### config.mk
export PLATFORM = sky130hd
export DESIGN_NAME = thermostat_uart_command_controller_core
export DESIGN_NICKNAME = d
export VERILOG_FILES = /design/src/hdl/tucc_pkg.sv /design/src/hdl/thermostat_uart_command_controller_core.sv /design/src/hdl/tucc_front.sv /design/src/hdl/tucc_fifo.sv /design/src/hdl/tucc_back.sv /design/src/hdl/tucc_pwm.sv
export SDC_FILE = /design/constraint.sdc
export NUM_CORES = 1
export LEC_CHECK = 0
export BUFFER_PORTS_ARGS = -buffer_cell sky130_fd_sc_hd__buf_2
export CAP_MARGIN = 30
export CORE_ASPECT_RATIO = 0.6
export CORE_MARGIN = 2
export CORE_UTILIZATION = 55
export DETAILED_ROUTE_END_ITERATION = 12
export PLACE_DENSITY_LB_ADDON = 0.1
export REMOVE_ABC_BUFFERS = 1
export SYNTH_ARGS = -nofsm -noshare
export SYNTH_HDL_FRONTEND = slang
export SYNTH_SLANG_ARGS = --single-unit
export TNS_END_PERCENT = 100
### constraint.sdc
create_clock -name clk -period 9.2 [get_ports clk]
set_input_delay 1.38 -clock clk [delete_from_list [all_inputs] [get_ports clk]]
set_output_delay 1.38 -clock clk [all_outputs]
set_load 0.01 [all_outputs]
### src/hdl/tucc_pkg.sv
// ----------------------------------------------------------------------------
// tucc_pkg
// Types and constants shared by the thermostat command controller modules.
// ----------------------------------------------------------------------------
`default_nettype none

package tucc_pkg;

  typedef struct packed {
    logic              kind;
    logic [7:0]        rx_byte;
    logic signed [7:0] temperature;
  } in_t;

  typedef enum logic [1:0] {
    MODE_CMD   = 2'd0,
    MODE_ENTRY = 2'd1,
    MODE_MENU  = 2'd2
  } mode_t;

  typedef enum logic [1:0] {
    TGT_UPPER = 2'd0,
    TGT_LOWER = 2'd1,
    TGT_DIM   = 2'd2
  } target_t;

  typedef enum logic [3:0] {
    ST_NONE      = 4'd0,
    ST_APPLIED   = 4'd1,
    ST_PROMPT    = 4'd2,
    ST_MENU      = 4'd3,
    ST_BAD_CMD   = 4'd4,
    ST_ACCEPTED  = 4'd5,
    ST_RANGE     = 4'd6,
    ST_EMPTY     = 4'd7,
    ST_TOO_LONG  = 4'd8,
    ST_BAD_CHAR  = 4'd9,
    ST_BAD_MENU  = 4'd10,
    ST_DIGIT     = 4'd11
  } status_t;

  typedef struct packed {
    logic              over_limit_led;
    logic              under_limit_led;
    logic              report_now;
    logic signed [7:0] temperature_out;
    logic [5:0]        upper_threshold;
    logic [5:0]        lower_threshold;
    logic [6:0]        dim_percent;
    logic [15:0]       pwm_compare;
    mode_t             entry_mode;
    status_t           status;
  } out_t;

  // classified item passed from front to back
  typedef enum logic [3:0] {
    OP_TICK,
    OP_UP_ENTRY,
    OP_LO_ENTRY,
    OP_MENU,
    OP_DIM_UP,
    OP_DIM_DN,
    OP_UP_INC,
    OP_UP_DEC,
    OP_LO_INC,
    OP_LO_DEC,
    OP_CR,
    OP_DIGIT,
    OP_OTHER
  } op_t;

  typedef struct packed {
    op_t               op;
    logic [3:0]        digit;
    logic signed [7:0] temperature;
  } item_t;

  localparam logic [7:0] CH_X  = 8'h78;
  localparam logic [7:0] CH_N  = 8'h6E;
  localparam logic [7:0] CH_M  = 8'h6D;
  localparam logic [7:0] CH_C  = 8'h63;
  localparam logic [7:0] CH_Z  = 8'h7A;
  localparam logic [7:0] CH_D  = 8'h64;
  localparam logic [7:0] CH_A  = 8'h61;
  localparam logic [7:0] CH_W  = 8'h77;
  localparam logic [7:0] CH_S  = 8'h73;
  localparam logic [7:0] CH_CR = 8'h0D;
  localparam logic [7:0] CH_0  = 8'h30;
  localparam logic [7:0] CH_9  = 8'h39;

  localparam logic [5:0] UPPER_MAX   = 6'd50;
  localparam logic [6:0] DIM_MAX     = 7'd100;
  localparam logic [6:0] DIM_INCR    = 7'd10;
  localparam logic [5:0] UPPER_RESET = 6'd35;
  localparam logic [5:0] LOWER_RESET = 6'd25;
  localparam logic [6:0] DIM_RESET   = 7'd50;

  localparam logic [15:0] PERIOD_RESET   = 16'd2400;
  localparam logic [7:0]  INTERVAL_RESET = 8'd5;

  localparam logic REG_PERIOD          = 1'b0;
  localparam logic REG_REPORT_INTERVAL = 1'b1;

  // floor(p/100) = (p * RECIP) >> RECIP_SHIFT, exact for p < 2^23
  localparam logic [23:0] RECIP       = 24'd10737419;
  localparam int          RECIP_SHIFT = 30;

endpackage

`default_nettype wire

### src/hdl/thermostat_uart_command_controller_core.sv
// ----------------------------------------------------------------------------
// thermostat_uart_command_controller_core
// Path from input transfer to result valid: queue, command machine, result register,
//   multiply, divide by 100, output register; out_ready can stall the pipeline.
// Throughput: one item per cycle while the result pipeline is not stalled.
// Reset (rst, synchronous): queue and pipeline empty, command mode, upper 35,
//   lower 25, dim 50, PWM period 2400, report interval 5.
// ----------------------------------------------------------------------------
`default_nettype none

module thermostat_uart_command_controller_core #(
  parameter int MAX_DIGITS = 10,
  parameter int QDEPTH     = 2
) (
  input  wire logic            clk,
  input  wire logic            rst,
  input  wire logic            in_valid,
  output logic                 in_ready,
  input  wire tucc_pkg::in_t   in_data,
  output logic                 out_valid,
  input  wire logic            out_ready,
  output tucc_pkg::out_t       out_data,
  input  wire logic            psel,
  input  wire logic            penable,
  input  wire logic            pwrite,
  input  wire logic [2:0]      paddr,
  input  wire logic [31:0]     pwdata,
  output logic [31:0]          prdata,
  output logic                 pready
);

  logic [15:0]     period_counts;
  logic [7:0]      report_interval;
  logic            push, pop, full, empty;
  tucc_pkg::item_t fr_item, q_item;
  logic            res_valid, res_ready;
  tucc_pkg::out_t  res;

  assign pready = 1'b1;
  assign prdata = (paddr[2] == tucc_pkg::REG_REPORT_INTERVAL) ? {24'd0, report_interval}
                                                              : {16'd0, period_counts};

  always_ff @(posedge clk) begin
    if (rst) begin
      period_counts   <= tucc_pkg::PERIOD_RESET;
      report_interval <= tucc_pkg::INTERVAL_RESET;
    end else if (psel && penable && pwrite) begin
      if (paddr[2] == tucc_pkg::REG_PERIOD) begin
        period_counts <= pwdata[15:0];
      end else begin
        report_interval <= pwdata[7:0];
      end
    end
  end

  tucc_front u_front (
    .in_valid (in_valid),
    .in_ready (in_ready),
    .in_data  (in_data),
    .full     (full),
    .push     (push),
    .item     (fr_item)
  );

  tucc_fifo #(
    .DEPTH (QDEPTH)
  ) u_fifo (
    .clk   (clk),
    .rst   (rst),
    .push  (push),
    .wdata (fr_item),
    .pop   (pop),
    .rdata (q_item),
    .full  (full),
    .empty (empty)
  );

  tucc_back #(
    .MAX_DIGITS (MAX_DIGITS)
  ) u_back (
    .clk             (clk),
    .rst             (rst),
    .report_interval (report_interval),
    .empty           (empty),
    .item            (q_item),
    .pop             (pop),
    .res_valid       (res_valid),
    .res_ready       (res_ready),
    .res             (res)
  );

  tucc_pwm u_pwm (
    .clk           (clk),
    .rst           (rst),
    .period_counts (period_counts),
    .in_valid      (res_valid),
    .in_ready      (res_ready),
    .in_res        (res),
    .out_valid     (out_valid),
    .out_ready     (out_ready),
    .out_data      (out_data)
  );

  a_thresh_order: assert property (@(posedge clk) disable iff (rst)
    out_valid |-> out_data.lower_threshold < out_data.upper_threshold)
    else $error("lower threshold not below upper threshold");

  a_limits: assert property (@(posedge clk) disable iff (rst)
    out_valid |-> (out_data.upper_threshold <= tucc_pkg::UPPER_MAX) &&
                  (out_data.dim_percent <= tucc_pkg::DIM_MAX))
    else $error("threshold or dimming out of range");

  a_report_tick: assert property (@(posedge clk) disable iff (rst)
    out_valid && out_data.report_now |-> out_data.status == tucc_pkg::ST_NONE)
    else $error("report raised on a byte transfer");

  a_no_report_temp: assert property (@(posedge clk) disable iff (rst)
    out_valid && !out_data.report_now |-> out_data.temperature_out == 8'sd0)
    else $error("temperature shown without report");

endmodule

`default_nettype wire

### src/hdl/tucc_front.sv
// ----------------------------------------------------------------------------
// tucc_front
// Accepts input items and decodes them into queue entries.
// ----------------------------------------------------------------------------
`default_nettype none

module tucc_front (
  input  wire logic            in_valid,
  output logic                 in_ready,
  input  wire tucc_pkg::in_t   in_data,
  input  wire logic            full,
  output logic                 push,
  output tucc_pkg::item_t      item
);

  assign in_ready = !full;
  assign push     = in_valid && !full;

  always_comb begin
    item.temperature = in_data.temperature;
    item.digit       = in_data.rx_byte[3:0];
    if (!in_data.kind) begin
      item.op = tucc_pkg::OP_TICK;
    end else begin
      unique case (in_data.rx_byte)
        tucc_pkg::CH_X:  item.op = tucc_pkg::OP_UP_ENTRY;
        tucc_pkg::CH_N:  item.op = tucc_pkg::OP_LO_ENTRY;
        tucc_pkg::CH_M:  item.op = tucc_pkg::OP_MENU;
        tucc_pkg::CH_C:  item.op = tucc_pkg::OP_DIM_UP;
        tucc_pkg::CH_Z:  item.op = tucc_pkg::OP_DIM_DN;
        tucc_pkg::CH_D:  item.op = tucc_pkg::OP_UP_INC;
        tucc_pkg::CH_A:  item.op = tucc_pkg::OP_UP_DEC;
        tucc_pkg::CH_W:  item.op = tucc_pkg::OP_LO_INC;
        tucc_pkg::CH_S:  item.op = tucc_pkg::OP_LO_DEC;
        tucc_pkg::CH_CR: item.op = tucc_pkg::OP_CR;
        default: begin
          if (in_data.rx_byte >= tucc_pkg::CH_0 && in_data.rx_byte <= tucc_pkg::CH_9) begin
            item.op = tucc_pkg::OP_DIGIT;
          end else begin
            item.op = tucc_pkg::OP_OTHER;
          end
        end
      endcase
    end
  end

endmodule

`default_nettype wire

### src/hdl/tucc_fifo.sv
// ----------------------------------------------------------------------------
// tucc_fifo
// Short queue of decoded items between front and back.
// ----------------------------------------------------------------------------
`default_nettype none

module tucc_fifo #(
  parameter int DEPTH = 2
) (
  input  wire logic             clk,
  input  wire logic             rst,
  input  wire logic             push,
  input  wire tucc_pkg::item_t  wdata,
  input  wire logic             pop,
  output tucc_pkg::item_t       rdata,
  output logic                  full,
  output logic                  empty
);

  localparam int PW = $clog2(DEPTH);
  localparam int CW = $clog2(DEPTH + 1);

  tucc_pkg::item_t mem [DEPTH];
  logic [PW-1:0]   wr_ptr;
  logic [PW-1:0]   rd_ptr;
  logic [CW-1:0]   count;

  assign full  = (count == CW'(DEPTH));
  assign empty = (count == '0);
  assign rdata = mem[rd_ptr];

  always_ff @(posedge clk) begin
    if (push) begin
      mem[wr_ptr] <= wdata;
    end
  end

  always_ff @(posedge clk) begin
    if (rst) begin
      wr_ptr <= '0;
      rd_ptr <= '0;
      count  <= '0;
    end else begin
      if (push) begin
        wr_ptr <= (wr_ptr == PW'(DEPTH - 1)) ? '0 : wr_ptr + 1'b1;
      end
      if (pop) begin
        rd_ptr <= (rd_ptr == PW'(DEPTH - 1)) ? '0 : rd_ptr + 1'b1;
      end
      if (push && !pop) begin
        count <= count + 1'b1;
      end else if (pop && !push) begin
        count <= count - 1'b1;
      end
    end
  end

endmodule

`default_nettype wire

### src/hdl/tucc_back.sv
// ----------------------------------------------------------------------------
// tucc_back
// Command machine, value entry, alarms and report phase; one item per cycle while res_ready.
// ----------------------------------------------------------------------------
`default_nettype none

module tucc_back #(
  parameter int MAX_DIGITS = 10
) (
  input  wire logic             clk,
  input  wire logic             rst,
  input  wire logic [7:0]       report_interval,
  input  wire logic             empty,
  input  wire tucc_pkg::item_t  item,
  output logic                  pop,
  output logic                  res_valid,
  input  wire logic             res_ready,
  output tucc_pkg::out_t        res
);

  localparam int DCW = $clog2(MAX_DIGITS + 1);

  tucc_pkg::mode_t   mode, mode_next;
  tucc_pkg::target_t target, target_next;
  logic [DCW-1:0]    count, count_next;
  logic [15:0]       value, value_next;
  logic [5:0]        upper, upper_next;
  logic [5:0]        lower, lower_next;
  logic [6:0]        dim, dim_next;
  logic              paused, paused_next;
  logic [7:0]        phase, phase_next;
  logic              over, over_next;
  logic              under, under_next;

  tucc_pkg::status_t status;
  logic              report;
  logic              ok;
  logic [15:0]       base;
  logic [19:0]       acc;
  logic [8:0]        phase_inc;
  logic [7:0]        interval;

  assign pop       = !empty && res_ready;
  assign res_valid = !empty;

  assign base      = (count == '0) ? 16'd0 : value;
  assign acc       = ({4'd0, base} << 3) + ({4'd0, base} << 1) + {16'd0, item.digit};
  assign phase_inc = {1'b0, phase} + 9'd1;
  assign interval  = (report_interval == 8'd0) ? 8'd1 : report_interval;

  always_comb begin
    unique case (target)
      tucc_pkg::TGT_UPPER: ok = (value <= 16'(tucc_pkg::UPPER_MAX)) && (value > 16'(lower));
      tucc_pkg::TGT_LOWER: ok = (value < 16'(upper));
      tucc_pkg::TGT_DIM:   ok = (value <= 16'(tucc_pkg::DIM_MAX));
      default:             ok = 1'b0;
    endcase
  end

  always_comb begin
    mode_next   = mode;
    target_next = target;
    count_next  = count;
    value_next  = value;
    upper_next  = upper;
    lower_next  = lower;
    dim_next    = dim;
    paused_next = paused;
    phase_next  = phase;
    over_next   = over;
    under_next  = under;
    status      = tucc_pkg::ST_NONE;
    report      = 1'b0;

    if (item.op == tucc_pkg::OP_TICK) begin
      over_next  = item.temperature > $signed({2'b00, upper});
      under_next = item.temperature < $signed({2'b00, lower});
      report     = !paused && (phase == 8'd0);
      phase_next = (phase_inc >= {1'b0, interval}) ? 8'd0 : phase_inc[7:0];
    end else begin
      unique case (mode)
        tucc_pkg::MODE_CMD: begin
          unique case (item.op)
            tucc_pkg::OP_UP_ENTRY, tucc_pkg::OP_LO_ENTRY: begin
              target_next = (item.op == tucc_pkg::OP_UP_ENTRY) ? tucc_pkg::TGT_UPPER
                                                               : tucc_pkg::TGT_LOWER;
              mode_next   = tucc_pkg::MODE_ENTRY;
              paused_next = 1'b1;
              count_next  = '0;
              value_next  = '0;
              status      = tucc_pkg::ST_PROMPT;
            end
            tucc_pkg::OP_MENU: begin
              mode_next   = tucc_pkg::MODE_MENU;
              paused_next = 1'b1;
              status      = tucc_pkg::ST_MENU;
            end
            tucc_pkg::OP_DIM_UP: begin
              dim_next = (dim > tucc_pkg::DIM_MAX - tucc_pkg::DIM_INCR) ? tucc_pkg::DIM_MAX
                                                                       : dim + tucc_pkg::DIM_INCR;
              status   = tucc_pkg::ST_APPLIED;
            end
            tucc_pkg::OP_DIM_DN: begin
              dim_next = (dim < tucc_pkg::DIM_INCR) ? 7'd0 : dim - tucc_pkg::DIM_INCR;
              status   = tucc_pkg::ST_APPLIED;
            end
            tucc_pkg::OP_UP_INC: begin
              if (upper < tucc_pkg::UPPER_MAX) begin
                upper_next = upper + 6'd1;
              end
              status = tucc_pkg::ST_APPLIED;
            end
            tucc_pkg::OP_UP_DEC: begin
              if ({1'b0, upper} > {1'b0, lower} + 7'd1) begin
                upper_next = upper - 6'd1;
              end
              status = tucc_pkg::ST_APPLIED;
            end
            tucc_pkg::OP_LO_INC: begin
              if ({1'b0, lower} + 7'd1 < {1'b0, upper}) begin
                lower_next = lower + 6'd1;
              end
              status = tucc_pkg::ST_APPLIED;
            end
            tucc_pkg::OP_LO_DEC: begin
              if (lower != 6'd0) begin
                lower_next = lower - 6'd1;
              end
              status = tucc_pkg::ST_APPLIED;
            end
            default: begin
              status = tucc_pkg::ST_BAD_CMD;
            end
          endcase
        end
        tucc_pkg::MODE_ENTRY: begin
          priority if (item.op == tucc_pkg::OP_CR) begin
            if (count == '0) begin
              status = tucc_pkg::ST_EMPTY;
            end else begin
              count_next = '0;
              value_next = '0;
              if (ok) begin
                unique case (target)
                  tucc_pkg::TGT_UPPER: upper_next = value[5:0];
                  tucc_pkg::TGT_LOWER: lower_next = value[5:0];
                  default:             dim_next   = value[6:0];
                endcase
                mode_next   = tucc_pkg::MODE_CMD;
                paused_next = 1'b0;
                status      = tucc_pkg::ST_ACCEPTED;
              end else begin
                status = tucc_pkg::ST_RANGE;
              end
            end
          end else if (item.op == tucc_pkg::OP_DIGIT) begin
            if (count >= DCW'(MAX_DIGITS)) begin
              count_next = '0;
              value_next = '0;
              status     = tucc_pkg::ST_TOO_LONG;
            end else begin
              value_next = (acc > 20'd65535) ? 16'hFFFF : acc[15:0];
              count_next = count + 1'b1;
              status     = tucc_pkg::ST_DIGIT;
            end
          end else begin
            count_next = '0;
            value_next = '0;
            status     = tucc_pkg::ST_BAD_CHAR;
          end
        end
        tucc_pkg::MODE_MENU: begin
          if (item.op == tucc_pkg::OP_DIGIT && item.digit >= 4'd1 && item.digit <= 4'd3) begin
            target_next = tucc_pkg::target_t'(2'(item.digit - 4'd1));
            mode_next   = tucc_pkg::MODE_ENTRY;
            paused_next = 1'b1;
            count_next  = '0;
            value_next  = '0;
            status      = tucc_pkg::ST_PROMPT;
          end else begin
            status = tucc_pkg::ST_BAD_MENU;
          end
        end
        default: begin
          mode_next = tucc_pkg::MODE_CMD;
        end
      endcase
    end

    res.over_limit_led  = over_next;
    res.under_limit_led = under_next;
    res.report_now      = report;
    res.temperature_out = report ? item.temperature : 8'sd0;
    res.upper_threshold = upper_next;
    res.lower_threshold = lower_next;
    res.dim_percent     = dim_next;
    res.pwm_compare     = '0;
    res.entry_mode      = mode_next;
    res.status          = status;
  end

  always_ff @(posedge clk) begin
    if (rst) begin
      mode   <= tucc_pkg::MODE_CMD;
      target <= tucc_pkg::TGT_UPPER;
      count  <= '0;
      value  <= '0;
      upper  <= tucc_pkg::UPPER_RESET;
      lower  <= tucc_pkg::LOWER_RESET;
      dim    <= tucc_pkg::DIM_RESET;
      paused <= 1'b0;
      phase  <= '0;
      over   <= 1'b0;
      under  <= 1'b0;
    end else if (pop) begin
      mode   <= mode_next;
      target <= target_next;
      count  <= count_next;
      value  <= value_next;
      upper  <= upper_next;
      lower  <= lower_next;
      dim    <= dim_next;
      paused <= paused_next;
      phase  <= phase_next;
      over   <= over_next;
      under  <= under_next;
    end
  end

endmodule

`default_nettype wire

### src/hdl/tucc_pwm.sv
// ----------------------------------------------------------------------------
// tucc_pwm
// Result pipeline: input register, dim * period, divide by 100, compare value, output register.
// ----------------------------------------------------------------------------
`default_nettype none

module tucc_pwm (
  input  wire logic            clk,
  input  wire logic            rst,
  input  wire logic [15:0]     period_counts,
  input  wire logic            in_valid,
  output logic                 in_ready,
  input  wire tucc_pkg::out_t  in_res,
  output logic                 out_valid,
  input  wire logic            out_ready,
  output tucc_pkg::out_t       out_data
);

  logic           v1, v2, v3;
  logic           rdy1, rdy2, rdy3, rdy_o;
  tucc_pkg::out_t r1, r2, r3;
  tucc_pkg::out_t res_out;
  logic [22:0]    prod;
  logic [15:0]    quot;
  logic [46:0]    scaled;

  assign rdy_o    = !out_valid || out_ready;
  assign rdy3     = !v3 || rdy_o;
  assign rdy2     = !v2 || rdy3;
  assign rdy1     = !v1 || rdy2;
  assign in_ready = rdy1;

  assign scaled = {24'd0, prod} * {23'd0, tucc_pkg::RECIP};

  always_comb begin
    res_out             = r3;
    res_out.pwm_compare = (quot == 16'd0) ? 16'd0 : quot - 16'd1;
  end

  always_ff @(posedge clk) begin
    if (rdy1) begin
      r1 <= in_res;
    end
    if (rdy2) begin
      r2   <= r1;
      prod <= 23'({16'd0, r1.dim_percent} * {7'd0, period_counts});
    end
    if (rdy3) begin
      r3   <= r2;
      quot <= scaled[tucc_pkg::RECIP_SHIFT +: 16];
    end
    if (rdy_o) begin
      out_data <= res_out;
    end
  end

  always_ff @(posedge clk) begin
    if (rst) begin
      v1        <= 1'b0;
      v2        <= 1'b0;
      v3        <= 1'b0;
      out_valid <= 1'b0;
    end else begin
      if (rdy1) begin
        v1 <= in_valid;
      end
      if (rdy2) begin
        v2 <= v1;
      end
      if (rdy3) begin
        v3 <= v2;
      end
      if (rdy_o) begin
        out_valid <= v3;
      end
    end
  end

endmodule

`default_nettype wire
### After elaboration in Yosys (flattened, before gate mapping)

Memories as Yosys holds them, arrays and structs flattened. A register that Yosys moved wholly into a read port is not among the register bits.
Cells that the tools add are included.
W data, S select, Z words.

* register bits: 285
* bits in writable memories: 32
* input bits: 59
* output and inout port bits: 87
* word-level logic and storage cells: 264
* memories: 1

Memories
* u_fifo.mem: depth 2, width 16, rd ports 1, clocked after memory_dff 1, wr ports 1, line tucc_fifo.sv:23 `tucc_pkg::item_t mem [DEPTH];`

* $add $sub $neg: 17
* $mul: 2
* $lt $le $gt $ge: 18
* equality and inequality tests: 33
* muxes and demuxes: 86
* bitwise operators: 2
* reductions and logical operators: 46

Operators by type and width (number)
* $mux W16: 9
* $mux W6: 14
* $eq A8 B7 Y1 const B: 9
* $mux W7: 7
* $pmux W16 S3: 1
* $pmux W6 S2: 4
* $mul A23 B24 Y46 const B: 1
* $mux W4: 10
* $pmux W4 S10: 1
* $pmux W7 S2: 2
* $mux W2: 12
* $pmux W4 S3: 2
* $mul A7 B16 Y23: 1
* $add A19 B17 Y20: 1
* $add A20 B4 Y20: 1
* $gt A20 B16 Y1 const B: 1
* $eq A4 B3 Y1 const B: 4
* $eq A4 B4 Y1 const B: 4
* $gt A16 B6 Y1: 1
* $le A16 B6 Y1 const B: 1
* $le A16 B7 Y1 const B: 1
* $logic_not A16 Y1: 1
* $logic_not A8 Y1: 2
* $lt A16 B6 Y1: 1
* 55 further kinds: 113

### Logic depth before layout (Yosys ltp)

Gate-level depths: netlist of run 1.

* word-level depth: 10
* mapped depth: 25
* mapped depth without buffers: 25

### Hierarchy

Synthesis of run 1 repeated with hierarchy kept, for this count alone.

* cells, all modules: 2713
* area total of the unflattened synthesis: 28293.4 µm²

By module, submodules not included
* tucc_pwm: times used 1, cells each 1521, area each 18526.5 µm², seq. area each 6055.8 µm²
* tucc_back: times used 1, cells each 922, area each 6645.1 µm², seq. area each 1081.0 µm²
* tucc_fifo: times used 1, cells each 72, area each 1361.3 µm², seq. area each 1061.0 µm²
* thermostat_uart_command_controller_core: times used 1, cells each 139, area each 1332.5 µm², seq. area each 480.5 µm²
* tucc_front: times used 1, cells each 59, area each 427.9 µm², seq. area each 0.0 µm²

### Worst setup path before layout of run 1

Ideal clock, no wire load.

* path type: register -> register
* from: register u_pwm.prod[6]
* to: register u_pwm.quot[9] (data pin)
* setup time: 0.258 ns
* data arrival time: 6.177 ns
* data required time: 8.942 ns
* setup slack: 2.765 ns
* cell stages (with the launch flop): 24
* path buffers: 0
* period minus slack after synthesis: 6.435 ns
* cell sequence: edfxtp_1 > inv_1 > fa_1 > inv_1 > fa_1 > inv_1 > fa_1 > fa_1 > inv_1 > fa_1 > fa_1 > inv_1 > fa_1 > inv_1 > ha_1 > a21oi_1 > o21ai_0 > a41oi_1 > a21oi_1 > a2111oi_2 > o31ai_1 > a21bo_2 > a21oi_1 > xnor2_1

* cells in the longest elaborated chain, start to end: 1

RTL lines
* start, declared: line tucc_pwm.sv:23 `logic [22:0] prod;`
* start signal, assigned: line tucc_pwm.sv:46 `prod <= 23'({16'd0, r1.dim_percent} * {7'd0, period_counts});`
* $mul A23 B24 Y46: line tucc_pwm.sv:33 `assign scaled = {24'd0, prod} * {23'd0, tucc_pkg::RECIP};`
* net u_pwm.scaled[39]: line tucc_pwm.sv:25 `logic [46:0] scaled;`
* end signal, assigned: line tucc_pwm.sv:50 `quot <= scaled[tucc_pkg::RECIP_SHIFT +: 16];`
* end, declared: line tucc_pwm.sv:24 `logic [15:0] quot;`

The timed path passes the listed nets, and every way through them passes these cells.
A chain may end at the register's enable or synchronous reset.

### Final worst setup path of run 1

* from: register u_pwm.prod[8]
* to: register u_pwm.quot[9] (data pin)

Same word-level chain as after synthesis.

==> impl_results.rst, run 1 <==
.. list-table::
   :header-rows: 1

   * - Metric
     - Value
   * - Result of the run
     - complete, no violations
   * - Avg Vias per Cell
     - 5.73
   * - Number of buffers inserted for hold repair after clock tree synthesis
     - 0
   * - Count of buffers inserted at the top-level ports
     - 110
   * - Height of the die
     - 179 um
   * - CTS Buf Count
     - 31
   * - Post-CTS clock slew at the launch and capture registers of the worst setup and hold paths
     - ~0.060 ns
   * - Total Die Area
     - 52900 sq um
   * - Yosys Warn Count
     - 0
   * - Final weighted congestion in routability-driven placement
     - 0.970
   * - Data required time of the worst path
     - 9.55 ns
   * - Die boundary width
     - 296 um
   * - Starting density of the core
     - around 55%
   * - Via count
     - 20300
   * - Relative slew slack
     - 25.7%
   * - Number of placed I/O pins
     - between 100 and 150
   * - Number of cells on the worst hold path
     - 0
   * - Detailed Route WL
     - approximately 75 mm
   * - Cts repair resizes
     - 0
   * - Count of state elements after synthesis
     - 318
   * - Final Skew
     - between 0.015 and 0.02 ns
   * - Number of fill cells in the layout
     - ~4300
   * - Number of buffers on the longest clock path
     - 3
   * - Tmin final
     - 7.73 ns
   * - Maximum number of pins on one net before global-route repair
     - 53
   * - Detailed-placement wirelength estimate
     - 60.3 mm
   * - Total DRC errors in the routed layout
     - 0
   * - Fraction of the yosys area taken by sequential cells
     - 30.9%
   * - Final count of hold timing violations
     - 0
   * - First-pass DRT Iterations
     - 5
   * - Antenna-violating nets left
     - 0
   * - Clock root buffer
     - sky130_fd_sc_hd__clkbuf_16
   * - Element type at the critical path start
     - flop
   * - Max H-tree Level
     - 1
   * - Floorplan core area
     - 50700 sq um
   * - Critical path peak fanout
     - 6
   * - Post-synth cell types
     - 100
   * - Number of antenna violations at the first check in global routing
     - 0
   * - Nets@finish
     - 3503
   * - Number of max-slew violations in the final report
     - 0
   * - Proportion of layout cells with a drive suffix above 1
     - 8.16%
   * - Depth of the worst register-to-register path
     - 21
   * - Vias in the first global route
     - 20100
   * - GR Util All Layers
     - between 20% and 30%
   * - Mean Syn Cell Area
     - 10.2 sq um
   * - Hold Path Class
     - flop to flop
   * - First-pass GRT wire length
     - 116 mm
   * - Worst Max-Slew Pin Slew
     - 1.11 ns
   * - Total overflow reported by the global router
     - 0
   * - Maximum clock frequency
     - 0.129 GHz
   * - RSZ-0062 raised after global routing
     - no
   * - Worst-Skew Late Latency
     - between 0.6 and 0.7 ns
   * - CTS tree
     - yes
   * - Total negative slack for setup checks
     - 0 ns
   * - Top flip-flop cell by instance count after synthesis
     - sky130_fd_sc_hd__edfxtp_1
   * - Number of flops mapped to enable cells by yosys
     - 231
   * - Post-synthesis async set-or-reset flop share
     - 0%
   * - Period Utilization, post-route
     - a little over four fifths
   * - Routed len/inst
     - between 20 and 25 um
   * - Post-synthesis to final-layout area growth
     - 7.72%
   * - Cell Area, Synth
     - 28100 sq um
   * - Max-capacitance violation count
     - 0
   * - Number of failing setup endpoints in the final timing report
     - 0
   * - Kind of capture point of the worst setup path
     - flop
   * - Synthesized netlist cell count
     - 2743
   * - Setup fix buffers added after clock tree synthesis
     - 0
   * - Number of clock sinks
     - about 320
   * - Data arrival time of the worst path
     - roughly 8.1 ns
   * - FP Rows
     - 64
   * - 1st-iter DRT viols
     - 1651
   * - Setup Crit Path Kind
     - flop to flop
==> cell type report <==
cell class                      count  area (sq um)  area share, %
Tap cell                          693           867           2.87
Multi-Input combinational cell   1883         17300           57.1
Antenna cell                        1          2.50        0.00828
Clock buffer                       47           906           3.00
Clock inverter                     11           133          0.439
Inverter                          459          1720           5.70
Sequential cell                   318          8680           28.7
Timing Repair Buffer              124           663           2.19
==> layout by cell type, fill, tap and decap left out, drive strengths merged, types with 34 or more instances in the layout <==
cell type / netlist / layout
nor2b: 34 / 34
dfxtp: 87 / 87
nor2: 139 / 139
nand2: 227 / 227
ha: 363 / 363
buf: 35 / 124
nor3: 44 / 44
inv: 457 / 459
nand3: 45 / 45
o21ai: 94 / 94
a21oi: 142 / 142
xnor2: 51 / 51
fa: 264 / 264
and2: 60 / 60
clkbuf: 63 / 47
edfxtp: 231 / 231
==> metrics by stage <==
step                hold WS (ns)  cells  util, %  cell area (sq um)  setup slack (ns)
finish                     0.414   3536     59.6              30200              1.47
CTS                        0.418   3533     59.6              30200              1.65
floorplan                  0.400   2660        -              27600              2.77
global route               0.419   3535     59.6              30200              1.11
detailed placement         0.405   3475     57.5              29200              1.68
global placement           0.400   3474     57.5              29200              1.75
==> final timing paths <==
check | start | endpoint | slack [ns]
max | u_pwm.prod[8] | u_pwm.quot[9] | 1.47
min | u_pwm.r3[50] | u_pwm.out_data[50] | 0.41
min reg2reg | u_pwm.r3[50] | u_pwm.out_data[50] | 0.41
max reg2reg | u_pwm.prod[8] | u_pwm.quot[9] | 1.47
==> sequential cells by signal, summed over array words and instances (netlist names), 4 cells and up, named ones only <==
signal and count:
period_counts 16, report_interval 8, u_back.count 4, u_back.dim 7, u_back.lower 6, u_back.phase 8
u_back.upper 6, u_back.value 16, u_fifo.mem 32, u_pwm.out_data 52, u_pwm.prod 23, u_pwm.quot 16
u_pwm.r1 36, u_pwm.r2 36, u_pwm.r3 36
==> cells by family (layout without fill, tap and decap cells) <==
logic type	after synthesis	count (layout)	share of synthesized area, %
other cells	2	18	0.0268
compound gates	460	460	10.8
buf+inv	557	641	7.82
mux	36	36	1.37
xor+xnor	79	79	2.47
fa+ha+maj	627	627	35.0
simple gates	664	664	11.6
flops	318	318	30.9
==> worst max-delay path, stage by stage (launching register included) <==
cell and delay, ns:
sky130_fd_sc_hd__edfxtp_1 0.67, sky130_fd_sc_hd__ha_1 0.60, sky130_fd_sc_hd__inv_1 0.13, sky130_fd_sc_hd__fa_1 0.49, sky130_fd_sc_hd__fa_1 0.56, sky130_fd_sc_hd__fa_1 0.53, sky130_fd_sc_hd__inv_1 0.05, sky130_fd_sc_hd__fa_1 0.47
sky130_fd_sc_hd__fa_1 0.56, sky130_fd_sc_hd__inv_1 0.06, sky130_fd_sc_hd__fa_1 0.55, sky130_fd_sc_hd__inv_1 0.05, sky130_fd_sc_hd__ha_1 0.36, sky130_fd_sc_hd__a21oi_1 0.20, sky130_fd_sc_hd__o21ai_0 0.22, sky130_fd_sc_hd__a41oi_1 0.63
sky130_fd_sc_hd__a21oi_1 0.20, sky130_fd_sc_hd__a2111oi_2 0.45, sky130_fd_sc_hd__o31ai_1 0.19, sky130_fd_sc_hd__a21bo_2 0.26, sky130_fd_sc_hd__a21oi_1 0.18, sky130_fd_sc_hd__xnor2_1 0.08
==> synthesized netlist by cell type, types with 9 or more instances <==
cell	n	share of area, %
sky130_fd_sc_hd__nor2_1	136	1.8
sky130_fd_sc_hd__o21ai_0	91	1.6
sky130_fd_sc_hd__or3_1	10	0.22
sky130_fd_sc_hd__edfxtp_1	231	25
sky130_fd_sc_hd__xnor2_1	51	1.6
sky130_fd_sc_hd__a21oi_1	139	2.5
sky130_fd_sc_hd__nor3_1	41	0.73
sky130_fd_sc_hd__dfxtp_1	87	6.2
sky130_fd_sc_hd__a211oi_1	13	0.35
sky130_fd_sc_hd__nand4_1	19	0.42
sky130_fd_sc_hd__mux2i_1	19	0.68
sky130_fd_sc_hd__o22ai_1	11	0.25
sky130_fd_sc_hd__xor2_1	28	0.87
sky130_fd_sc_hd__o21a_1	17	0.45
sky130_fd_sc_hd__nor2b_1	34	0.76
sky130_fd_sc_hd__a21o_1	32	0.86
sky130_fd_sc_hd__ha_1	363	16
sky130_fd_sc_hd__nand2b_1	19	0.42
sky130_fd_sc_hd__mux2_2	16	0.64
sky130_fd_sc_hd__nor4_1	14	0.31
sky130_fd_sc_hd__nand2_1	223	3.0
sky130_fd_sc_hd__inv_1	457	6.1
sky130_fd_sc_hd__and2_1	60	1.3
sky130_fd_sc_hd__clkbuf_1	62	0.83
sky130_fd_sc_hd__o211ai_1	14	0.37
sky130_fd_sc_hd__a31oi_1	25	0.56
sky130_fd_sc_hd__fa_1	264	19
sky130_fd_sc_hd__buf_4	17	0.45
sky130_fd_sc_hd__and3_1	20	0.45
sky130_fd_sc_hd__o31ai_1	9	0.24
sky130_fd_sc_hd__buf_2	12	0.21
sky130_fd_sc_hd__nand3_1	44	0.78
==> per-layer routing <==
layer | GRT usage, % | routed length (um)
met2 | 37.5 | 27500
met1 | 47.6 | 38200
met5 | 0 | 0
met4 | 4.15 | 943
met3 | 8.45 | 8040
Power of run 1 is not shown: default switching activity piles up to over one toggle a cycle in this logic, so the estimate is an artifact.
==> inputs of run 2 (changes only) <==
ABC_AREA = 1   (was not set)
clock period = 6.9 ns   (was 9.2 ns; I/O delays follow)
==> impl_results.rst, run 2 <==
.. list-table::
   :header-rows: 1

   * - Metric
     - Value
   * - Number of max-slew violations in the final report
     - 0 (unchanged)
   * - Post-route non-filler standard cell count
     - 4103 (+16%)
   * - Commonest cells post-synth
     - 659 x sky130_fd_sc_hd__inv_1, 572 x sky130_fd_sc_hd__nand2_1, 363 x sky130_fd_sc_hd__ha_1
   * - Die boundary width
     - 301 um (+1.9%)
   * - Proportion of layout cells with a drive suffix above 1
     - 7.29% (-0.87 points)
   * - Data required time of the worst path
     - 7.27 ns (-2.28 ns)
   * - Highest-count cells in the layout ignoring fill and taps
     - 658 x sky130_fd_sc_hd__inv_1, 570 x sky130_fd_sc_hd__nand2_1, 362 x sky130_fd_sc_hd__ha_1
   * - First-pass GRT wire length
     - 124 mm (+6.6%)
   * - Final Skew
     - 0.0250 ns (+0.00603 ns)
   * - Total negative slack for setup checks
     - 0 ns (unchanged)
   * - Final weighted congestion in routability-driven placement
     - 0.958 (-1.3%)
   * - Top flip-flop cell by instance count after synthesis
     - sky130_fd_sc_hd__edfxtp_1
   * - Top cell type's share of synthesized area
     - 23.8% (-0.91 points)
   * - Antenna-violating nets left
     - 0 (unchanged)
   * - Setup fix buffers added after clock tree synthesis
     - 0 (unchanged)
   * - Mean Syn Cell Area
     - 8.87 sq um (-13%)
   * - CTS tree
     - yes
   * - Avg Vias per Cell
     - 5.50 (-4.0%)
   * - Post-synthesis async set-or-reset flop share
     - 0% (unchanged)
   * - Number of placed I/O pins
     - 146 (unchanged)
   * - Cell taking the most area after synthesis
     - sky130_fd_sc_hd__edfxtp_1
   * - Floorplan core area
     - 52500 sq um (+3.5%)
   * - Tmin final
     - 6.62 ns (-1.12 ns)
   * - Vias in the first global route
     - 22100 (+10%)
   * - GR Util All Layers
     - 29.3% (+0.22 points)
   * - Hold Path Class
     - flop to flop
   * - Count of buffers inserted at the top-level ports
     - 110 (unchanged)
   * - Number of clock sinks
     - 318 (unchanged)
   * - Setup Crit Path Kind
     - flop to flop
   * - Clock root buffer
     - sky130_fd_sc_hd__clkbuf_16
   * - Worst Max-Slew Pin Slew
     - 1.02 ns (-0.0876 ns)
   * - Critical path peak fanout
     - 8 (+2)
   * - Top post-synthesis cells by area
     - sky130_fd_sc_hd__edfxtp_1 24%, sky130_fd_sc_hd__fa_1 18%, sky130_fd_sc_hd__ha_1 16%, sky130_fd_sc_hd__inv_1 8.5%, sky130_fd_sc_hd__nand2_1 7.4%
   * - Final count of hold timing violations
     - 0 (unchanged)
   * - Starting density of the core
     - 55.5% (+0.17 points)
   * - Count of state elements after synthesis
     - 318 (unchanged)
   * - Total overflow reported by the global router
     - 0 (unchanged)
   * - Number of flops mapped to enable cells by yosys
     - 231 (unchanged)
   * - Cells traversed along the worst timing path
     - ha_1 > fa_1 > inv_1 > fa_1 > fa_1 > inv_1 > fa_1 > fa_1 > inv_1 > fa_1 > inv_1 > ha_1 > a21oi_1 > o21ai_0 > a21oi_1 > o21ai_0 > nand2_1 > nand3_1 > a21oi_1 > xor2_1
   * - Number of failing setup endpoints in the final timing report
     - 0 (unchanged)
   * - Top reg by flops
     - u_pwm.out_data
   * - 1st-iter DRT viols
     - 1856 (+12%)
   * - Yosys Warn Count
     - 0 (unchanged)
   * - Fraction of the yosys area taken by sequential cells
     - 29.8% (-1.1 points)
   * - CTS Buf Count
     - 30 (-3.2%)
   * - Max H-tree Level
     - 1 (unchanged)
   * - Period Utilization, post-route
     - 95.9% (+12 points)
   * - Detailed Route WL
     - 78.8 mm (+5.6%)
   * - FP Rows
     - 65 (+1.6%)
   * - Cell Area, Synth
     - 29100 sq um (+3.8%)
   * - Worst-Skew Late Latency
     - 0.59 ns (-0.03 ns)
   * - Maximum number of pins on one net before global-route repair
     - 61 (+15%)
   * - Most frequent standard cell in the layout excluding fill and tap cells
     - sky130_fd_sc_hd__inv_1
   * - Count leader, synth
     - sky130_fd_sc_hd__inv_1
   * - Largest register FFs
     - 52 (unchanged)
   * - Post-synthesis to final-layout area growth
     - 8.02%
   * - Number of buffers on the longest clock path
     - 3 (unchanged)
   * - Antenna cells
     - 0 (-1)
   * - Element type at the critical path start
     - flop
   * - Maximum clock frequency
     - 0.151 GHz (+17%)
   * - Relative slew slack
     - 31.8% (+6.0 points)
   * - Cell with the biggest individual delay on the critical path
     - sky130_fd_sc_hd__edfxtp_1
   * - Detailed-placement wirelength estimate
     - 64.6 mm (+7.2%)
   * - Post-CTS clock slew at the launch and capture registers of the worst setup and hold paths
     - 0.07 ns (about the same)
   * - Nets@finish
     - 4062 (+16%)
   * - Max-capacitance violation count
     - 0 (unchanged)
   * - Data arrival time of the worst path
     - 6.99 ns (-1.10 ns)
   * - Inst Count DP
     - 4047 (+16%)
   * - Routed len/inst
     - 19.2 um (-9.0%)
   * - Total Die Area
     - 54900 sq um (+3.7%)
   * - Post-synth cell types
     - 60 (-40%)
   * - Result of the run
     - complete, no violations
   * - First-pass DRT Iterations
     - 6 (+1)
   * - Share of the core filled with cells in the final layout
     - 60.0% (+0.35 points)
   * - Total DRC errors in the routed layout
     - 0 (unchanged)
   * - Critical Path Max Stage Delay
     - 0.59 ns (-0.08 ns)
   * - Via count
     - 22500 (+11%)
   * - Dominant cell type by count on the critical path
     - sky130_fd_sc_hd__fa_1
   * - Kind of capture point of the worst setup path
     - flop
   * - RSZ-0062 raised after global routing
     - no
   * - Number of antenna violations at the first check in global routing
     - 0 (unchanged)
   * - Synthesized netlist cell count
     - 3283 (+20%)
   * - Height of the die
     - 182 um (+1.8%)
[run 2: cell types whose count changed in the layout (fill, tap and decap cells not counted), sizes merged, moves of 22 or more]
cell,change
nor2,+93
nand3,+136
and2,-58
xnor2,-22
nand2,+360
a21oi,+51
inv,+213
xor2,+33
o21ai,+36
nor3,-27
nand4,+22
nor2b,-34
[run 2: layout make-up]
| cell class | count | area, sq um |
|---|---|---|
| clock buffers | 36 | 795 |
| clock inverters | 20 | 285 |
| fillers | 4613 | 21000 |
| inverters | 676 | 2540 |
| multi-input cells | 2218 | 17600 |
| flip-flops and latches | 318 | 8680 |
| well taps | 703 | 880 |
| repair buffers | 132 | 723 |
[run 2: cell families (layout without fill, tap and decap cells)]
family / Yosys count / count (layout) / share of synthesized area, %
simple gates: 1089 / 1089 / 15.9
buf+inv: 762 / 864 / 10.2
fa+ha+maj: 627 / 627 / 33.7
compound gates: 394 / 394 / 7.61
flops: 318 / 318 / 29.8
xor+xnor: 90 / 90 / 2.71
other cells: 2 / 17 / 0.0258
mux: 1 / 1 / 0.0344
[run 2: critical path: cells and delay by family, from the launching register on]
| kind | cells | cell delay [ns] |
|---|---|---|
| adders and majority gates | 8 | 3.88 |
| xor gates and xnor gates | 1 | 0.32 |
| DFF | 1 | 0.59 |
| AOI/OAI and AO/OA | 5 | 1.02 |
| buffers and inverters | 4 | 0.21 |
| and+or+nand+nor | 2 | 0.40 |
[run 2: path summary, 6_finish.rpt]
| kind | cells past startpoint | startpoint | slack [ns] | endpoint |
|---|---|---|---|---|
| max reg2reg | 20 | u_pwm.prod[4] | 0.28 | u_pwm.quot[14] |
| min reg2reg | 0 | u_pwm.r1[35] | 0.42 | u_pwm.r2[35] |
| min | 0 | u_pwm.r1[35] | 0.42 | u_pwm.r2[35] |
| max | 20 | u_pwm.prod[4] | 0.28 | u_pwm.quot[14] |
[run 2: timing repair]
action                                 in CTS  in global routing
hold buffers                                0                  0
resized for setup                           0                  1
setup endpoints to repair                   0                  1
endpoints found under the hold margin       0                  0
[run 2: per-layer routing]
layer,global-route usage (%),part of all wire [%]
met1,47.0,50
met2,40.2,39
met3,7.20,9.7
met4,3.96,1.3
met5,0,0
[run 2: stage by stage]
step	worst slack, ns	hold WS [ns]	cell area [sq um]
floorplan	0.384	0.400	28800
global placement	0.467	0.403	30400
detailed placement	0.455	0.405	30400
CTS	0.413	0.417	31500
global route	0.0644	0.421	31500
finish	0.282	0.417	31500
Power of run 2 is left out for the same reason.
==> inputs of run 3 (changes only) <==
GPL_TIMING_DRIVEN = 0   (was not set)
==> impl_results.rst, run 3 (synthesized netlist as in run 2, its figures left out) <==
.. list-table::
   :header-rows: 1

   * - Metric
     - Value
   * - Worst-Skew Late Latency
     - 0.59 ns (about the same)
   * - Cell area after layout
     - 31600 sq um (+0.54%)
   * - Routed met2 length
     - 31.3 mm (+0.73%)
   * - Element type at the critical path start
     - flop
   * - Count of buffers inserted at the top-level ports
     - 110 (unchanged)
   * - Top reg by flops
     - u_pwm.out_data
   * - Vias in the first global route
     - 21700 (-1.9%)
   * - Data arrival time of the worst path
     - 7.08 ns (+0.09 ns)
   * - WL met1
     - 37.1 mm (-4.9%)
   * - Number of cells on the worst hold path
     - 0 (unchanged)
   * - Floorplan core area
     - 52500 sq um (unchanged)
   * - Post-Route Hold Slack
     - 0.411 ns (-0.00640 ns)
   * - Cell Area, Placed
     - 30400 sq um (+0.17%)
   * - Period Utilization, post-route
     - 97.2% (+1.3 points)
   * - Max-capacitance violation count
     - 0 (unchanged)
   * - Kind of capture point of the worst setup path
     - flop
   * - GR Util All Layers
     - 28.5% (-0.70 points)
   * - First-pass DRT Iterations
     - 5 (-1)
   * - Post-synthesis to final-layout area growth
     - 8.60%
   * - Final Skew
     - 0.0315 ns (+0.00646 ns)
   * - Antenna-violating nets left
     - 0 (unchanged)
   * - Final weighted congestion in routability-driven placement
     - 1.01 (+5.3%)
   * - Number of max-slew violations in the final report
     - 0 (unchanged)
   * - Most frequent standard cell in the layout excluding fill and tap cells
     - sky130_fd_sc_hd__inv_1
   * - Number of buffers on the longest clock path
     - 3 (unchanged)
   * - Relative slew slack
     - 34.5% (+2.7 points)
   * - Routed len/inst
     - 18.8 um (-2.2%)
   * - Largest register FFs
     - 52 (unchanged)
   * - Number of failing setup endpoints in the final timing report
     - 0 (unchanged)
   * - Data required time of the worst path
     - 7.27 ns (about the same)
   * - Die boundary width
     - 301 um (unchanged)
   * - Setup Crit Path Kind
     - flop to flop
   * - Cell with the biggest individual delay on the critical path
     - sky130_fd_sc_hd__edfxtp_1
   * - Nets@finish
     - 4067 (+0.12%)
   * - Total negative slack for setup checks
     - 0 ns (unchanged)
   * - CTS Buf Count
     - 31 (+3.3%)
   * - Number of clock sinks
     - 318 (unchanged)
   * - Worst Max-Slew Pin Slew
     - 0.979 ns (-0.0430 ns)
   * - Antenna cells
     - 0 (unchanged)
   * - Hold Path Class
     - flop to flop
   * - Highest routed metal layer
     - met5
   * - Worst setup timing slack at the placement stage
     - 0.145 ns (-0.311 ns)
   * - 1st-iter DRT viols
     - 2242 (+21%)
   * - Number of placed I/O pins
     - 146 (unchanged)
   * - Maximum clock frequency
     - 0.149 GHz (-1.3%)
   * - Via count
     - 22600 (+0.38%)
   * - Result of the run
     - complete, no violations
   * - FP Rows
     - 65 (unchanged)
   * - Cells traversed along the worst timing path
     - ha_2 > inv_1 > fa_1 > fa_1 > inv_1 > fa_1 > fa_1 > fa_1 > inv_1 > fa_1 > inv_1 > ha_1 > nand2_1 > nor2_1 > nand2_1 > nor3_1 > nand4_1 > nand3_1 > xor2_1
   * - Total overflow reported by the global router
     - 0 (unchanged)
   * - First-pass GRT wire length
     - 122 mm (-1.8%)
   * - Number of antenna violations at the first check in global routing
     - 1 (+1)
   * - Critical path peak fanout
     - 6 (-2)
   * - Proportion of layout cells with a drive suffix above 1
     - 7.49% (+0.19 points)
   * - Starting density of the core
     - 55.5% (unchanged)
   * - Final count of hold timing violations
     - 0 (unchanged)
   * - Detailed-routed wire length on met3
     - 7.75 mm (+1.7%)
   * - Number of logic stages on the critical path including buffering
     - 19 (-5.0%)
   * - Max H-tree Level
     - 1 (unchanged)
   * - Clock root buffer
     - sky130_fd_sc_hd__clkbuf_16
   * - Crit-path leading delay family
     - adder cells
   * - Height of the die
     - 182 um (unchanged)
   * - Total Die Area
     - 54900 sq um (unchanged)
   * - Critical Path Max Stage Delay
     - 0.66 ns (+0.07 ns)
   * - Depth of the worst register-to-register path
     - 19 (-5.0%)
   * - Avg Vias per Cell
     - 5.51 (+0.25%)
   * - Highest-count cells in the layout ignoring fill and taps
     - 658 x sky130_fd_sc_hd__inv_1, 570 x sky130_fd_sc_hd__nand2_1, 362 x sky130_fd_sc_hd__ha_1
   * - Dominant cell type by count on the critical path
     - sky130_fd_sc_hd__fa_1
   * - Detailed-placement wirelength estimate
     - 63.2 mm (-2.2%)
   * - Number of buffers and inverters on the critical path
     - 4 (unchanged)
   * - Post-CTS clock slew at the launch and capture registers of the worst setup and hold paths
     - 0.06 ns (about the same)
   * - RSZ-0062 raised after global routing
     - no
   * - Tmin final
     - 6.71 ns (+0.0894 ns)
   * - Total DRC errors in the routed layout
     - 0 (unchanged)
   * - CTS tree
     - yes
   * - Maximum number of pins on one net before global-route repair
     - 40 (-34%)
   * - Smallest setup slack after layout
     - 0.193 ns (-0.0894 ns)
   * - Detailed Route WL
     - 77.1 mm (-2.1%)
[run 3: per-stage QoR]
stage	cells	util, %
5_1_grt	4108	60.3
6_report	4108	60.3
3_5_place_dp	4036	58.0
4_1_cts	4093	60.1
2_1_floorplan	3212	-
3_3_place_gp	4025	57.6
[run 3: layout make-up]
type,count,area [sq um]
clock inverters,15,216
inverters,676,2540
clock buffers,42,857
repair buffers,136,881
well taps,703,880
fillers,4567,20800
flip-flops and latches,318,8680
multi-input cells,2218,17600
[run 3: path summary, 6_finish.rpt]
kind                 startpoint  slack, ns             to
setup / recovery  u_pwm.prod[8]       0.19  u_pwm.quot[9]
hold / removal     u_pwm.r2[44]       0.41   u_pwm.r3[44]
setup reg to reg  u_pwm.prod[8]       0.19  u_pwm.quot[9]
hold reg to reg    u_pwm.r2[44]       0.41   u_pwm.r3[44]
[run 3: worst reg2reg max path, stage by stage, from the launching register on]
cell and delay [ns]:
sky130_fd_sc_hd__edfxtp_1 0.66, sky130_fd_sc_hd__ha_2 0.47, sky130_fd_sc_hd__inv_1 0.11, sky130_fd_sc_hd__fa_1 0.51, sky130_fd_sc_hd__fa_1 0.53, sky130_fd_sc_hd__inv_1 0.08, sky130_fd_sc_hd__fa_1 0.54, sky130_fd_sc_hd__fa_1 0.45
sky130_fd_sc_hd__fa_1 0.54, sky130_fd_sc_hd__inv_1 0.05, sky130_fd_sc_hd__fa_1 0.60, sky130_fd_sc_hd__inv_1 0.07, sky130_fd_sc_hd__ha_1 0.33, sky130_fd_sc_hd__nand2_1 0.12, sky130_fd_sc_hd__nor2_1 0.19, sky130_fd_sc_hd__nand2_1 0.10
sky130_fd_sc_hd__nor3_1 0.33, sky130_fd_sc_hd__nand4_1 0.24, sky130_fd_sc_hd__nand3_1 0.24, sky130_fd_sc_hd__xor2_1 0.35
[run 3: layer usage]
layer	global-route usage [%]	vias up
met1	45.9	11000
li1	-	10700
met5	0	-
met4	4.20	2
met3	6.21	73
met2	39.6	883
[run 3: what timing repair did]
item / in CTS / in global routing
endpoints found under the setup margin: 0 / 7
resized for setup: 0 / 2
setup buffers: 0 / 14
hold buffers: 0 / 0
hold endpoints to repair: 0 / 0
Power of run 3 is left out for the same reason.
